**src/rtl/core/fbp_pkg.sv**
```systemverilog
// ----------------------------------------------------------------------------
// fbp_pkg
// Shared widths, types and constants of the first-fit bin packer.
// ----------------------------------------------------------------------------
package fbp_pkg;

    localparam int LOAD_W      = 16;
    localparam int ID_W        = 16;
    localparam int BIN_IDX_W   = 6;
    localparam int BINS_USED_W = 7;

    typedef logic [LOAD_W-1:0] t_load;

    localparam t_load CAP_RESET = 16'hFFFF;

endpackage

```
**src/rtl/core/fbp_load_ram.sv**
```systemverilog
// ----------------------------------------------------------------------------
// fbp_load_ram
// Bin load memory: one write port and one read port, registered read data.
// ----------------------------------------------------------------------------
module fbp_load_ram #(
    parameter int DEPTH = 64,
    parameter int AW    = $clog2(DEPTH)
) (
    input  logic            i_clk,
    input  logic            i_we,
    input  logic [AW-1:0]   i_waddr,
    input  fbp_pkg::t_load  i_wdata,
    input  logic            i_re,
    input  logic [AW-1:0]   i_raddr,
    output fbp_pkg::t_load  o_rdata
);
    import fbp_pkg::*;

    t_load r_mem [DEPTH];
    t_load r_rdata;

    always_ff @(posedge i_clk) begin
        if (i_we) begin
            r_mem[i_waddr] <= i_wdata;
        end
    end

    always_ff @(posedge i_clk) begin
        if (i_re) begin
            r_rdata <= r_mem[i_raddr];
        end
    end

    assign o_rdata = r_rdata;

endmodule

```
**src/rtl/core/first_fit_bin_packer.sv**
```systemverilog
// ----------------------------------------------------------------------------
// first_fit_bin_packer
// Online first-fit bin packing over a memory of bin loads.
// ----------------------------------------------------------------------------
// An item is taken only while the block is idle. The open bin loads are then
// read from the load memory one per cycle, in bin order, and each is compared
// in the cycle after its read, so the scan length is set by the single read
// port of that memory; the S_PUSH state then hands the result to the output
// register once it is free, and that register holds it while the next item is taken. The
// load memory needs no clearing after reset or at the end of an instance,
// because an entry is only read after its bin has been opened and written.
module first_fit_bin_packer #(
    parameter int MAX_BINS    = 64,
    parameter int WEIGHT_BITS = 16
) (
    input  logic                              i_clk,
    input  logic                              i_rst_n,
    // Configuration write channel.
    input  logic                              i_cfg_valid,
    output logic                              o_cfg_ready,
    input  logic [fbp_pkg::LOAD_W-1:0]        i_cfg_data,
    // Input item channel.
    input  logic                              i_in_valid,
    output logic                              o_in_ready,
    input  logic [fbp_pkg::ID_W-1:0]          i_item_id,
    input  logic [fbp_pkg::LOAD_W-1:0]        i_weight,
    input  logic                              i_last_item,
    // Result channel.
    output logic                              o_out_valid,
    input  logic                              i_out_ready,
    output logic [fbp_pkg::ID_W-1:0]          o_placed_item,
    output logic [fbp_pkg::BIN_IDX_W-1:0]     o_bin_index,
    output logic [fbp_pkg::BINS_USED_W-1:0]   o_bins_used,
    output logic                              o_new_bin,
    output logic                              o_oversize,
    output logic                              o_overflow,
    output logic                              o_instance_done
);
    import fbp_pkg::*;

    localparam int AW = $clog2(MAX_BINS);
    localparam int CW = $clog2(MAX_BINS + 1);
    localparam logic [CW-1:0] MAX_CNT = CW'(MAX_BINS);
    localparam logic [LOAD_W-1:0] WMASK =
        LOAD_W'((33'd1 << WEIGHT_BITS) - 33'd1);

    typedef enum logic [2:0] {
        S_IDLE = 3'b001,
        S_SCAN = 3'b010,
        S_PUSH = 3'b100
    } t_state;

    t_state            r_state, n_state;
    t_load             r_cap;
    logic [CW-1:0]     r_open, n_open;
    logic [CW-1:0]     r_rd_ptr, n_rd_ptr;
    logic              r_cmp_valid, n_cmp_valid;
    logic [AW-1:0]     r_cmp_ptr;
    t_load             r_w;
    logic [ID_W-1:0]   r_id;
    logic              r_last;
    logic              r_big;

    // Result waiting for the output register.
    logic [BIN_IDX_W-1:0]   r_res_idx, n_res_idx;
    logic [BINS_USED_W-1:0] r_res_used, n_res_used;
    logic                   r_res_new, n_res_new;
    logic                   r_res_ovf, n_res_ovf;

    logic                   r_out_valid;
    logic [ID_W-1:0]        r_out_id;
    logic [BIN_IDX_W-1:0]   r_out_idx;
    logic [BINS_USED_W-1:0] r_out_used;
    logic                   r_out_new;
    logic                   r_out_big;
    logic                   r_out_ovf;
    logic                   r_out_last;

    logic                   in_acc;
    logic                   out_free;
    logic                   ram_we;
    logic [AW-1:0]          ram_waddr;
    t_load                  ram_wdata;
    logic                   ram_re;
    t_load                  ram_rdata;
    logic [LOAD_W:0]        sum;
    logic                   fits;
    logic [31:0]            idx_full;
    logic [31:0]            used_full;
    t_load                  w_in;

    fbp_load_ram #(
        .DEPTH (MAX_BINS)
    ) u_load_ram (
        .i_clk   (i_clk),
        .i_we    (ram_we),
        .i_waddr (ram_waddr),
        .i_wdata (ram_wdata),
        .i_re    (ram_re),
        .i_raddr (r_rd_ptr[AW-1:0]),
        .o_rdata (ram_rdata)
    );

    assign o_cfg_ready = 1'b1;
    assign o_in_ready  = (r_state == S_IDLE);
    assign in_acc      = i_in_valid && o_in_ready;
    assign out_free    = !r_out_valid || i_out_ready;
    assign w_in        = i_weight & WMASK;

    assign sum  = {1'b0, ram_rdata} + {1'b0, r_w};
    assign fits = r_cmp_valid && (sum <= {1'b0, r_cap});

    always_comb begin
        n_state     = r_state;
        n_open      = r_open;
        n_rd_ptr    = r_rd_ptr;
        n_cmp_valid = 1'b0;
        n_res_idx   = r_res_idx;
        n_res_used  = r_res_used;
        n_res_new   = r_res_new;
        n_res_ovf   = r_res_ovf;
        ram_we      = 1'b0;
        ram_waddr   = r_cmp_ptr;
        ram_wdata   = sum[LOAD_W-1:0];
        ram_re      = 1'b0;
        idx_full    = 32'(r_cmp_ptr);
        used_full   = 32'(r_open);

        case (r_state)
            S_IDLE: begin
                if (in_acc) begin
                    n_rd_ptr = '0;
                    n_state  = S_SCAN;
                end
            end
            S_SCAN: begin
                // Reads run one bin ahead of the compare.
                ram_re      = (r_rd_ptr < r_open);
                n_cmp_valid = ram_re;
                if (ram_re) begin
                    n_rd_ptr = r_rd_ptr + 1'b1;
                end
                if (fits) begin
                    ram_we    = 1'b1;
                    n_res_idx = idx_full[BIN_IDX_W-1:0];
                    n_res_new = 1'b0;
                    n_res_ovf = 1'b0;
                    n_open    = r_last ? '0 : r_open;
                    n_res_used = used_full[BINS_USED_W-1:0];
                    n_state   = S_PUSH;
                end else if (!ram_re) begin
                    // Every open bin has been compared and none fits.
                    if (r_open < MAX_CNT) begin
                        ram_we     = 1'b1;
                        ram_waddr  = r_open[AW-1:0];
                        ram_wdata  = r_w;
                        idx_full   = 32'(r_open);
                        used_full  = 32'(r_open + 1'b1);
                        n_res_idx  = idx_full[BIN_IDX_W-1:0];
                        n_res_new  = 1'b1;
                        n_res_ovf  = 1'b0;
                        n_res_used = used_full[BINS_USED_W-1:0];
                        n_open     = r_last ? '0 : CW'(r_open + 1'b1);
                    end else begin
                        n_res_idx  = '0;
                        n_res_new  = 1'b0;
                        n_res_ovf  = 1'b1;
                        n_res_used = used_full[BINS_USED_W-1:0];
                        n_open     = r_last ? '0 : r_open;
                    end
                    n_state = S_PUSH;
                end
            end
            S_PUSH: begin
                if (out_free) begin
                    n_state = S_IDLE;
                end
            end
            default: begin
                n_state = S_IDLE;
            end
        endcase
    end

    always_ff @(posedge i_clk) begin
        if (!i_rst_n) begin
            r_state     <= S_IDLE;
            r_cap       <= CAP_RESET;
            r_open      <= '0;
            r_rd_ptr    <= '0;
            r_cmp_valid <= 1'b0;
            r_out_valid <= 1'b0;
        end else begin
            r_state     <= n_state;
            r_open      <= n_open;
            r_rd_ptr    <= n_rd_ptr;
            r_cmp_valid <= n_cmp_valid;
            if (i_cfg_valid && o_cfg_ready) begin
                r_cap <= i_cfg_data;
            end
            if (r_state == S_PUSH && out_free) begin
                r_out_valid <= 1'b1;
            end else if (i_out_ready) begin
                r_out_valid <= 1'b0;
            end
        end
    end

    always_ff @(posedge i_clk) begin
        r_cmp_ptr  <= r_rd_ptr[AW-1:0];
        r_res_idx  <= n_res_idx;
        r_res_used <= n_res_used;
        r_res_new  <= n_res_new;
        r_res_ovf  <= n_res_ovf;
        if (in_acc) begin
            r_id   <= i_item_id;
            r_w    <= w_in;
            r_last <= i_last_item;
            r_big  <= (w_in > r_cap);
        end
        if (r_state == S_PUSH && out_free) begin
            r_out_id   <= r_id;
            r_out_idx  <= r_res_idx;
            r_out_used <= r_res_used;
            r_out_new  <= r_res_new;
            r_out_big  <= r_big;
            r_out_ovf  <= r_res_ovf;
            r_out_last <= r_last;
        end
    end

    assign o_out_valid     = r_out_valid;
    assign o_placed_item   = r_out_id;
    assign o_bin_index     = r_out_idx;
    assign o_bins_used     = r_out_used;
    assign o_new_bin       = r_out_new;
    assign o_oversize      = r_out_big;
    assign o_overflow      = r_out_ovf;
    assign o_instance_done = r_out_last;

endmodule
```
**config.mk**
```make
export PLATFORM = sky130hd
export DESIGN_NAME = first_fit_bin_packer
export DESIGN_NICKNAME = d
export VERILOG_FILES = /design/src/rtl/core/fbp_pkg.sv /design/src/rtl/core/fbp_load_ram.sv /design/src/rtl/core/first_fit_bin_packer.sv
export SDC_FILE = /design/constraint.sdc
export NUM_CORES = 1
export LEC_CHECK = 0
export BUFFER_PORTS_ARGS = -buffer_cell sky130_fd_sc_hd__clkbuf_2
export CAP_MARGIN = 20
export CORE_MARGIN = 1.5
export CORE_UTILIZATION = 27
export CTS_CLUSTER_DIAMETER = 50
export CTS_CLUSTER_SIZE = 10
export DETAILED_ROUTE_END_ITERATION = 7
export GPL_ROUTABILITY_DRIVEN = 0
export PLACE_DENSITY_LB_ADDON = 0.05
export SLEW_MARGIN = 20
export SYNTH_ARGS = -nofsm -noshare
export SYNTH_HDL_FRONTEND = slang
export SYNTH_SLANG_ARGS = --single-unit
```
**constraint.sdc**
```tcl
create_clock -name i_clk -period 8.7 [get_ports i_clk]
set_input_delay 0.435 -clock i_clk [delete_from_list [all_inputs] [get_ports i_clk]]
set_output_delay 0.435 -clock i_clk [all_outputs]
set_load 0.01 [all_outputs]
```
==> results of run 1 <==
-- placed cells by master (no fill, tap or decap), types with 20 or more instances in the layout --
cell | synthesis | final
buf_4 | 17 | 40
clkbuf_1 | 53 | 30
ha_1 | 58 | 58
inv_1 | 29 | 29
nand2_1 | 50 | 50
mux4_2 | 336 | 336
edfxtp_1 | 1122 | 1122
o21ai_0 | 23 | 23
a21oi_4 | 0 | 48
clkbuf_16 | 0 | 160
nor2_1 | 42 | 42
a21oi_1 | 84 | 23
o211ai_1 | 20 | 20
dlygate4sd3_1 | 0 | 50
clkbuf_2 | 0 | 88
dfxtp_1 | 41 | 37
-- worst paths after layout --
path | cells after the start | end | slack [ps] | from
max | 15 | u_load_ram.r_mem[8][10] | 2320 | r_w[0]
min reg2reg | 0 | o_placed_item[14] | 410 | r_id[14]
max reg2reg | 15 | u_load_ram.r_mem[8][10] | 2320 | r_w[0]
min | 2 | r_cap[0] | 290 | i_rst_n
-- where the power goes --
group / total, µW / internal (µW) / switching (µW)
Combinational: 508 / 96.7 / 411
Sequential: 6330 / 6320 / 10.3
Clock: 6300 / 3770 / 2520
-- logic make-up (layout without fill, tap and decap cells) --
group / count (synthesis) / after routing / synth area share (%)
fa+ha+maj: 59 / 59 / 1.62
buf+inv: 136 / 491 / 1.36
flops: 1163 / 1163 / 75.0
simple gates: 170 / 170 / 1.81
mux: 362 / 362 / 17.1
compound gates: 198 / 198 / 2.80
other cells: 1 / 12 / 0.00815
xor+xnor: 19 / 19 / 0.361
-- critical path: cells and delay by family, from the launching register on --
family                     cells  cell delay (ps)
AOI/OAI and AO/OA              7             3260
adders and majority gates      3             1020
DFF                            1              380
and+or+nand+nor                4             1140
xor gates and xnor gates       1              190
-- metal layers --
layer / part of all wire, % / wire length [µm] / up-vias
met2: 47 / 66800 / 590
met1: 46 / 65700 / 12200
met4: 2.4 / 3510 / 2
li1: - / - / 9510
met5: 0.0070 / 10 / -
met3: 5.2 / 7510 / 177
-- what timing repair did --
| action | 4_1_cts | 5_1_grt |
|---|---|---|
| endpoints found under the hold margin | 50 | 0 |
| setup buffers | 0 | 0 |
| gates resized for setup | 0 | 0 |
| hold buffers | 50 | 0 |
| endpoints found under the setup margin | 0 | 0 |
-- flip-flops by register name (all words and copies together) (netlist names), 7 cells and up --
register            cells
u_load_ram.r_mem     1024
u_load_ram.o_rdata     16
r_w                    16
r_cap                  16
o_placed_item          16
r_open                  7
r_id                   16
o_bins_used             7
r_rd_ptr                7
r_res_used              7
-- per-stage QoR --
stage | util, % | hold WS [ps]
2_1_floorplan | - | 352
3_3_place_gp | 29.2 | 402
3_5_place_dp | 29.4 | 405
4_1_cts | 32.7 | 209
5_1_grt | 32.8 | 249
6_report | 32.9 | 292
-- layout make-up --
cell class                 instances  area, µm²
multi-input combinational        809      11600
clock buffer                     193       4160
inverter                          31        116
antenna                           11       27.5
timing repair buffer             191       1480
fill                           16000     114000
tap                             2218       2780
clock inverter                    76        901
sequential                      1163      34500
==> key figures, run 1 <==
Worst setup path
  – Req. time, crit path: a little over 9000 ps
  – Crit path DAT: just under 7000 ps
  – Worst setup SP type: flip-flop
  – Worst Path Max Fanout: 16
  – CP Class: reg2reg
  – Crit path max-delay cell type: a21oi_2
  – Crit path capture type: flip-flop
  – Worst path max stage delay: ~1000 ps
  – CP Cell Sequence: ha_1 > fa_1 > a211oi_2 > nor2_1 > o21a_2 > a21oi_1 > o21ai_0 > xor2_1 > ha_1 > nand4_1 > or4_1 > nor2_1 > o22a_1 > o2111ai_2 > a21oi_2

GRT
  – Gr ovfl total: 0
  – Initial antenna violation count: 31
  – Met1 Use GR: 23.1%
  – All-Layer GR Usage: roughly 17%
  – Met2 usage: between 20% and 30%
  – Vias in the first global route: 23,500
  – Largest net degree at the start of global routing: ~120
  – First-pass GRT wire length: 197,000 µm
  – Met3 Use GR: around 3.7%
  – GRT busiest layer: met2

Floorplan
  – # IOs: 90
  – Core Box Area: ~0.17 mm²
  – Height of the die: slightly above 400 µm
  – Die area: 0.173 mm²
  – Starting density of the core: a little over a quarter
  – Die width: about 420 µm
  – Row count: 151

CTS
  – Reg clk slew, reported paths: ~50 ps
  – CTS tree: built
  – Clk sinks: ~1,200
  – CTS root buf: clkbuf_16
  – Cts bufs inserted: ~160
  – Clock insertion delay at the later pin of the skew report: approximately 800 ps
  – CTS H-tree depth: 4
  – Clk buf depth: 3

Timing
  – Final worst path period share: between 70% and 80%
  – Final hold violation count: 0
  – RSZ-0062 raised after global routing: no
  – Skew final: about 26 ps
  – Tmin final: between 6000 and 7000 ps
  – Max-slew violation count: 0
  – Aggregate negative setup slack: 0 ps
  – Worst setup margin: 2320 ps
  – Least-Margin Pin Slew: ~1100 ps
  – Slew margin rel.: 26.1%
  – Maximum clock rate: 0.157 GHz
  – Endpoints failing setup: 0

Placement
  – DP Area: ~0.050 mm²
  – Port Buffer Count: 88
  – Post-place setup slack: between 2000 and 2500 ps
  – Placed Cells: between 4,000 and 5,000
  – DP HPWL: about 90,000 µm

Yosys
  – EDFF count, synth: between 1,000 and 1,500
  – Sequential fraction of the synthesis area: between 70% and 80%
  – Count leader, synth: edfxtp_1
  – Primary FF master, synth: edfxtp_1
  – Top cells by count, synth: 1,122 x edfxtp_1, 336 x mux4_2, 84 x a21oi_1
  – Synth area leader: edfxtp_1
  – Ranking of synthesized cells by area: edfxtp_1 73%, mux4_2 16%, dfxtp_1 1.8%
  – Synth unique cells: between 60 and 70
  – Register bit total from synthesis: about 1,200
  – Synthesized area per cell: roughly 22 µm²
  – Synth warn: 0
  – Async SR Flop Fraction: 0%
  – Post-synth net total: ~2,200
  – Cells after synthesis: 2,108
  – Top cell type's share of synthesized area: between 70% and 80%
  – Post-Syn Area: 0.0460 mm²

Power and ir drop
  – VDD IR max: approximately 200 µV
  – Total chip power: about 13,000 µW
  – Static Leakage: 0.0169 µW
  – Pwr Density: ~240 mW/mm²

Worst hold path
  – Hold Crit Class: in2reg

Cells and area
  – Proportion of layout cells with a drive suffix above 1: approximately 33%
  – Final non-filler cell total: between 4,000 and 5,000
  – Final nets: between 2,000 and 2,500
  – Area grow syn2layout: 20.8%
  – Design Area, Final: about 0.056 mm²

Route
  – Vias/cell: 4.79
  – DRT Wirelength: between 100,000 and 150,000 µm
  – DR iter-0 viols: about 2,100
  – Drt pass-1 iters: 5
  – DRT antenna net count: 0
  – Residual DRC: 0
  – Via count: 22,500
  – Wire per inst: between 30 and 40 µm

Run status
  – Status: completed

Job
  – Max cap viols: 0
Power figures use the tool's default switching activity.
==> run 2: changes to the inputs <==
Clock period 8.7 ns to 5.44 ns, I/O delays scaled along.
==> key figures, run 2 (synthesis gave the netlist of run 1 again) <==
Timing
  – Endpoints failing setup: 0
  – Slew margin rel.: between 30% and 40%
  – Final worst path period share: 95.4%
  – Tmin final: between 5000 and 6000 ps
  – Final hold violation count: 0
  – RSZ-0062 raised after global routing: no
  – Maximum clock rate: just under 0.2 GHz
  – Least-Margin Pin Slew: about 1000 ps
  – Skew final: approximately 25 ps
  – Hold Slack: between 50 and 60 ps
  – Max-slew violation count: 0

GRT
  – Largest net degree at the start of global routing: 93
  – All-Layer GR Usage: ~16%
  – Initial antenna violation count: 18
  – First-pass GRT wire length: 196,000 µm
  – Vias in the first global route: approximately 24,000
  – Gr ovfl total: 0

Worst setup path
  – Worst Path Max Fanout: 10
  – Crit path max-delay cell type: or4_1
  – CP Cell Sequence: ha_1 > fa_1 > a211oi_2 > nor2_1 > o21a_2 > xor2_1 > ha_1 > nand4_1 > nor3_1 > a2111oi_1 > buf_4 > a311o_2 > o22a_4 > or4_1 > buf_4 > a21oi_2 > buf_4
  – Worst path max stage delay: about 570 ps
  – Crit path DAT: approximately 5700 ps
  – Req. time, crit path: between 5000 and 6000 ps
  – Crit path capture type: flip-flop
  – Reg2reg path depth: 17
  – Worst setup SP type: flip-flop
  – CP Class: reg2reg
  – Critical path startpoint: r_w[0]
  – Worst reg2reg startpoint: r_w[0]
  – Reg2reg end: u_load_ram.r_mem[28][9]
  – CP endpoint: u_load_ram.r_mem[28][9]
  – Crit path top cell by count: buf_4
  – R2R setup slack: approximately 250 ps

Floorplan
  – Row count: roughly 150
  – Die width: between 400 and 500 µm
  – Core Box Area: 0.169 mm²
  – Starting density of the core: between 20% and 30%
  – Height of the die: ~420 µm
  – # IOs: 90
  – Die area: around 0.17 mm²

Job
  – Max cap viols: 0

Route
  – Wire per inst: roughly 30 µm
  – DRT Wirelength: approximately 140,000 µm
  – Vias/cell: around 4.8
  – DRT antenna net count: 0
  – DR iter-0 viols: between 1,500 and 2,000
  – Residual DRC: 0
  – Drt pass-1 iters: 7
  – Via count: 22,700

Cells and area
  – Final non-filler cell total: approximately 4,800
  – Area grow syn2layout: 22.8%
  – # fillers: 15,900
  – Final core area utilization: 33.4%
  – Most frequent cells in the layout: 1,122 x edfxtp_1, 336 x mux4_2, 160 x clkbuf_16
  – Sequential Area: ~0.035 mm²
  – Reg with most FFs: u_load_ram.r_mem
  – Commonest non-fill, non-tap cell in the layout: edfxtp_1
  – Final nets: 2,570
  – Proportion of layout cells with a drive suffix above 1: between 30% and 40%
  – Max reg flops: between 1,000 and 1,500
  – Multi-input gate area: 0.0112 mm²

Power and ir drop
  – Total chip power: 20,700 µW
  – VDD IR max: ~260 µV
  – Pwr Density: around 370 mW/mm²
  – Static Leakage: 0.0175 µW

Placement
  – Placed Cells: 4,466
  – DP HPWL: 86,800 µm
  – Port Buffer Count: slightly below 90

CTS
  – CTS H-tree depth: 4
  – Postcts setup bufs: 0
  – Clk sinks: 1,163
  – CTS tree: built
  – CTS root buf: clkbuf_16
  – Cts bufs inserted: between 150 and 200
  – Clk buf depth: 3
  – Reg clk slew, reported paths: about 50 ps
  – Clock insertion delay at the later pin of the skew report: slightly below 800 ps

Run status
  – Status: completed

Worst hold path
  – Hold Crit Start: i_rst_n
  – Hold Crit Class: in2reg
-- run 2: changes by cell type in the layout (fill, tap and decap cells not counted), moves of 16 or more --
cell,previous run,this run
buf_12,2,72
a21oi_2,13,64
a21oi_4,48,0
buf_4,40,84
mux2_2,1,17
mux2_4,16,0
-- run 2: critical path: cells and delay by family (launching register included) --
family | cells | cell delay (ps)
buf+inv | 3 | 620
xor+xnor | 1 | 190
compound gates | 6 | 1570
flops | 1 | 380
simple gates | 4 | 1080
fa+ha+maj | 3 | 1050
-- run 2: worst min path at each step --
| stage | end | slack, ps | cells after the start |
|---|---|---|---|
| 6_report | r_cap[0] | 60 | 2 |
| 5_1_grt | r_cap[0] | 60 | 2 |
| 4_1_cts | r_cap[0] | 20 | 2 |
| 3_5_place_dp | o_placed_item[4] | 400 | 0 |
| 3_3_place_gp | o_bins_used[3] | 400 | 0 |
| 2_1_floorplan | r_cmp_ptr[0] | 350 | 0 |
-- run 2: area by class of cell --
class / instances / share of cell area, %
sequential: 1163 / 61.1
multi-input combinational: 809 / 19.8
clock buffer: 184 / 7.26
timing repair buffer: 296 / 5.37
tap: 2218 / 4.91
clock inverter: 66 / 1.38
inverter: 31 / 0.206
antenna: 7 / 0.0310
-- run 2: stage by stage --
step                      worst slack (ps)  setup TNS (ps)  cell area (µm²)
after detailed placement              -202          -69350            51100
final                                  251               0            56500
after CTS                             38.6               0            56500
after global placement                -295         -106590            51100
after floorplan                        260               0            46000
after global routing                  43.8               0            56500
-- run 2: report_power, final --
part	total (µW)	internal, µW	switching (µW)
Clock	9750	5930	3820
Combinational	787	191	596
Sequential	10100	10100	19.1
-- run 2: what timing repair did --
action	4_1_cts	5_1_grt
hold endpoints to repair	52	0
cloned	0	1
endpoints found under the setup margin	718	1079
hold buffers	50	0
gates resized for setup	1	13
-- run 2: routing by layer --
| layer | track usage (%) | up-vias | share of wire [%] |
|---|---|---|---|
| met2 | 26.2 | 544 | 47 |
| li1 | - | 9686 | - |
| met1 | 22.7 | 12300 | 46 |
| met4 | 4.89 | 0 | 2.6 |
| met5 | 0 | - | 0 |
| met3 | 3.08 | 199 | 4.2 |
==> run 3: changes to the inputs <==
Settings changed: SYNTH_HIERARCHICAL set to 1.
==> key figures, run 3 <==
Run status
  – Status: completed

Cells and area
  – Proportion of layout cells with a drive suffix above 1: a little under a third
  – Design Area, Final: 0.0576 mm²
  – Most frequent cells in the layout: 1,122 x edfxtp_1, 220 x mux4_2, 173 x clkbuf_16
  – Final nets: about 2,900
  – Max reg flops: around 1,000
  – Area grow syn2layout: 24.3%
  – Reg with most FFs: u_load_ram/r_mem
  – Commonest non-fill, non-tap cell in the layout: edfxtp_1

GRT
  – Vias in the first global route: between 20,000 and 30,000
  – Initial antenna violation count: 8
  – All-Layer GR Usage: 16.0%
  – Gr ovfl total: 0
  – Largest net degree at the start of global routing: between 100 and 150
  – First-pass GRT wire length: 195,000 µm

Route
  – Drt pass-1 iters: 5
  – Vias/cell: 4.71
  – DR iter-0 viols: 1,640
  – Wire per inst: approximately 28 µm
  – DRT antenna net count: 0
  – DRT Wirelength: about 140,000 µm
  – Via count: about 24,000
  – Residual DRC: 0

CTS
  – CTS tree: built
  – Reg clk slew, reported paths: 50 ps
  – Clk sinks: approximately 1,200
  – Clock insertion delay at the later pin of the skew report: between 700 and 800 ps
  – Clk buf depth: 3
  – CTS H-tree depth: 4
  – CTS root buf: clkbuf_16
  – Cts bufs inserted: approximately 160

Yosys
  – Count leader, synth: edfxtp_1
  – Post-synth net total: ~2,500
  – Ranking of synthesized cells by area: edfxtp_1 73%, mux4_2 11%, mux2i_1 1.9%
  – Sequential fraction of the synthesis area: between 70% and 80%
  – Async SR Flop Fraction: 0%
  – Synth warn: 6
  – Synth unique cells: between 70 and 80
  – Synthesized area per cell: roughly 20 µm²
  – Post-Syn Area: about 0.046 mm²
  – EDFF count, synth: between 1,000 and 1,500
  – Register bit total from synthesis: roughly 1,200
  – Top cell type's share of synthesized area: between 70% and 80%
  – Synth area leader: edfxtp_1
  – Primary FF master, synth: edfxtp_1
  – Top cells by count, synth: 1,122 x edfxtp_1, 220 x mux4_2, 102 x nand2_1
  – Cells after synthesis: 2,352

Timing
  – Slew margin rel.: a little under a quarter
  – Final hold violation count: 0
  – Skew final: between 30 and 40 ps
  – RSZ-0062 raised after global routing: yes
  – Tmin final: approximately 5300 ps
  – Least-Margin Pin Slew: about 1100 ps
  – Hold Slack: 199 ps
  – Final worst path period share: 96.7%
  – Maximum clock rate: about 0.19 GHz
  – Max-slew violation count: 0
  – Endpoints failing setup: 0
  – Worst setup margin: between 150 and 200 ps

Worst setup path
  – Worst setup SP type: flip-flop
  – Crit path capture type: flip-flop
  – Reg2reg path depth: 18
  – Req. time, crit path: between 5000 and 6000 ps
  – CP Class: reg2reg
  – Worst Path Max Fanout: 16
  – Reg2reg end: u_load_ram/r_mem[39][12]
  – R2R setup slack: between 150 and 200 ps
  – Worst reg2reg startpoint: u_load_ram/o_rdata[0]
  – Crit path DAT: 5740 ps

Power and ir drop
  – Static Leakage: roughly 0.018 µW
  – VDD IR max: ~260 µV
  – Share of power burned in registers: 48.2%
  – Pwr Density: approximately 360 mW/mm²
  – Switching power: between 4000 and 5000 µW
  – Total chip power: around 21,000 µW
  – Clk pwr share: approximately 47%
  – Combinational share of power: between 4 and 5%
  – Switch share: a little over a fifth
  – Cell Int Power: about 16,000 µW

Placement
  – DP Area: a little over 0.05 mm²
  – Post-place setup slack: -303 ps
  – DP HPWL: 89,000 µm
  – Port Buffer Count: 88

Floorplan
  – # IOs: 90
  – Starting density of the core: a little over a quarter
  – Die area: 0.174 mm²
  – Row count: between 150 and 200
  – Core Box Area: between 0.15 and 0.2 mm²
  – Die width: 417 µm
  – Height of the die: 417 µm

Worst hold path
  – Cells on Worst Hold Path: 2
  – Hold Path Sink: r_id[13]
  – Hold Crit Class: in2reg
  – Hold Crit Start: i_item_id[13]

Job
  – Max cap viols: 0
[run 3: final cells by class]
class                   count  area, µm²
multi-input cells        1035      11200
repair buffers            360       3920
fillers                 15900     112000
clock inverters            75        827
well taps                2218       2780
diodes                      4       10.0
inverters                  33        124
flip-flops and latches   1163      34500
clock buffers             187       4190
[run 3: per-layer routing]
| metal | routed length (µm) | global-route usage (%) | vias to the layer above |
|---|---|---|---|
| met5 | 0 | 0 | - |
| met4 | 2600 | 4.11 | 0 |
| met3 | 4680 | 2.51 | 157 |
| met2 | 68600 | 26.7 | 453 |
| met1 | 64100 | 21.7 | 12800 |
| li1 | - | - | 10500 |
[run 3: cell families after synthesis]
| kind of cell | count (synthesis) | share of synthesized area, % |
|---|---|---|
| DFF | 1163 | 74.5 |
| muxes | 359 | 14.0 |
| and+or+nand+nor | 337 | 3.49 |
| AOI/OAI and AO/OA | 256 | 3.97 |
| buffers and inverters | 154 | 2.04 |
| adders and majority gates | 59 | 1.61 |
| xor gates and xnor gates | 23 | 0.435 |
| other | 1 | 0.00809 |
[run 3: stage by stage]
step | instances | utilization [%] | setup TNS, ps
3_5_place_dp | 4724 | 30.2 | -144890
3_3_place_gp | 4724 | 30.2 | -169100
2_1_floorplan | 2352 | - | -50050
6_report | 5075 | 33.9 | 0
4_1_cts | 5055 | 33.6 | 0
5_1_grt | 5071 | 33.9 | -5320
[run 3: power by group through the flow]
stage               combinational, µW  sequential, µW  clock (µW)
detailed placement                899           10300           0
finish                            919           10100        9950
floorplan                         332           10300           0
global placement                  888           10300           0
global route                     1010           10100       10600
CTS                               946           10100       10300
[run 3: worst max path at each step]
stage / startpoint / endpoint / slack, ps / depth (start not counted)
detailed placement: r_w[0] / u_load_ram/r_mem[42][1] / -300 / 24
floorplan: r_w[0] / u_load_ram/r_mem[62][0] / -190 / 20
CTS: r_w[0] / u_load_ram/r_mem[46][11] / 3 / 24
finish: u_load_ram/o_rdata[0] / u_load_ram/r_mem[39][12] / 180 / 18
global route: u_load_ram/o_rdata[0] / u_load_ram/r_mem[30][0] / -50 / 24
global placement: r_w[0] / u_load_ram/r_mem[42][1] / -310 / 23
[run 3: worst max-delay path, cell delays in order (launching register included)]
cell and delay [ps]:
edfxtp_1 380, ha_2 210, fa_2 390, a211oi_4 310, o21ai_2 130, a221oi_2 300, o21bai_1 130, a21oi_2 170
xnor2_2 90, ha_1 310, nand4_1 120, buf_4 160, o311a_1 370, o22a_4 320, o21ai_2 240, o21ai_1 190
or3b_2 670, nor2_1 240, buf_12 200
[run 3: what timing repair did]
action                     in CTS  in global routing
setup endpoints to repair    1024               1026
setup buffers                   0                  7
hold endpoints to repair       54                  0
pin swaps                       0                 23
resized for setup              12                 90
gates cloned                    0                  9
hold buffers                   69                  0
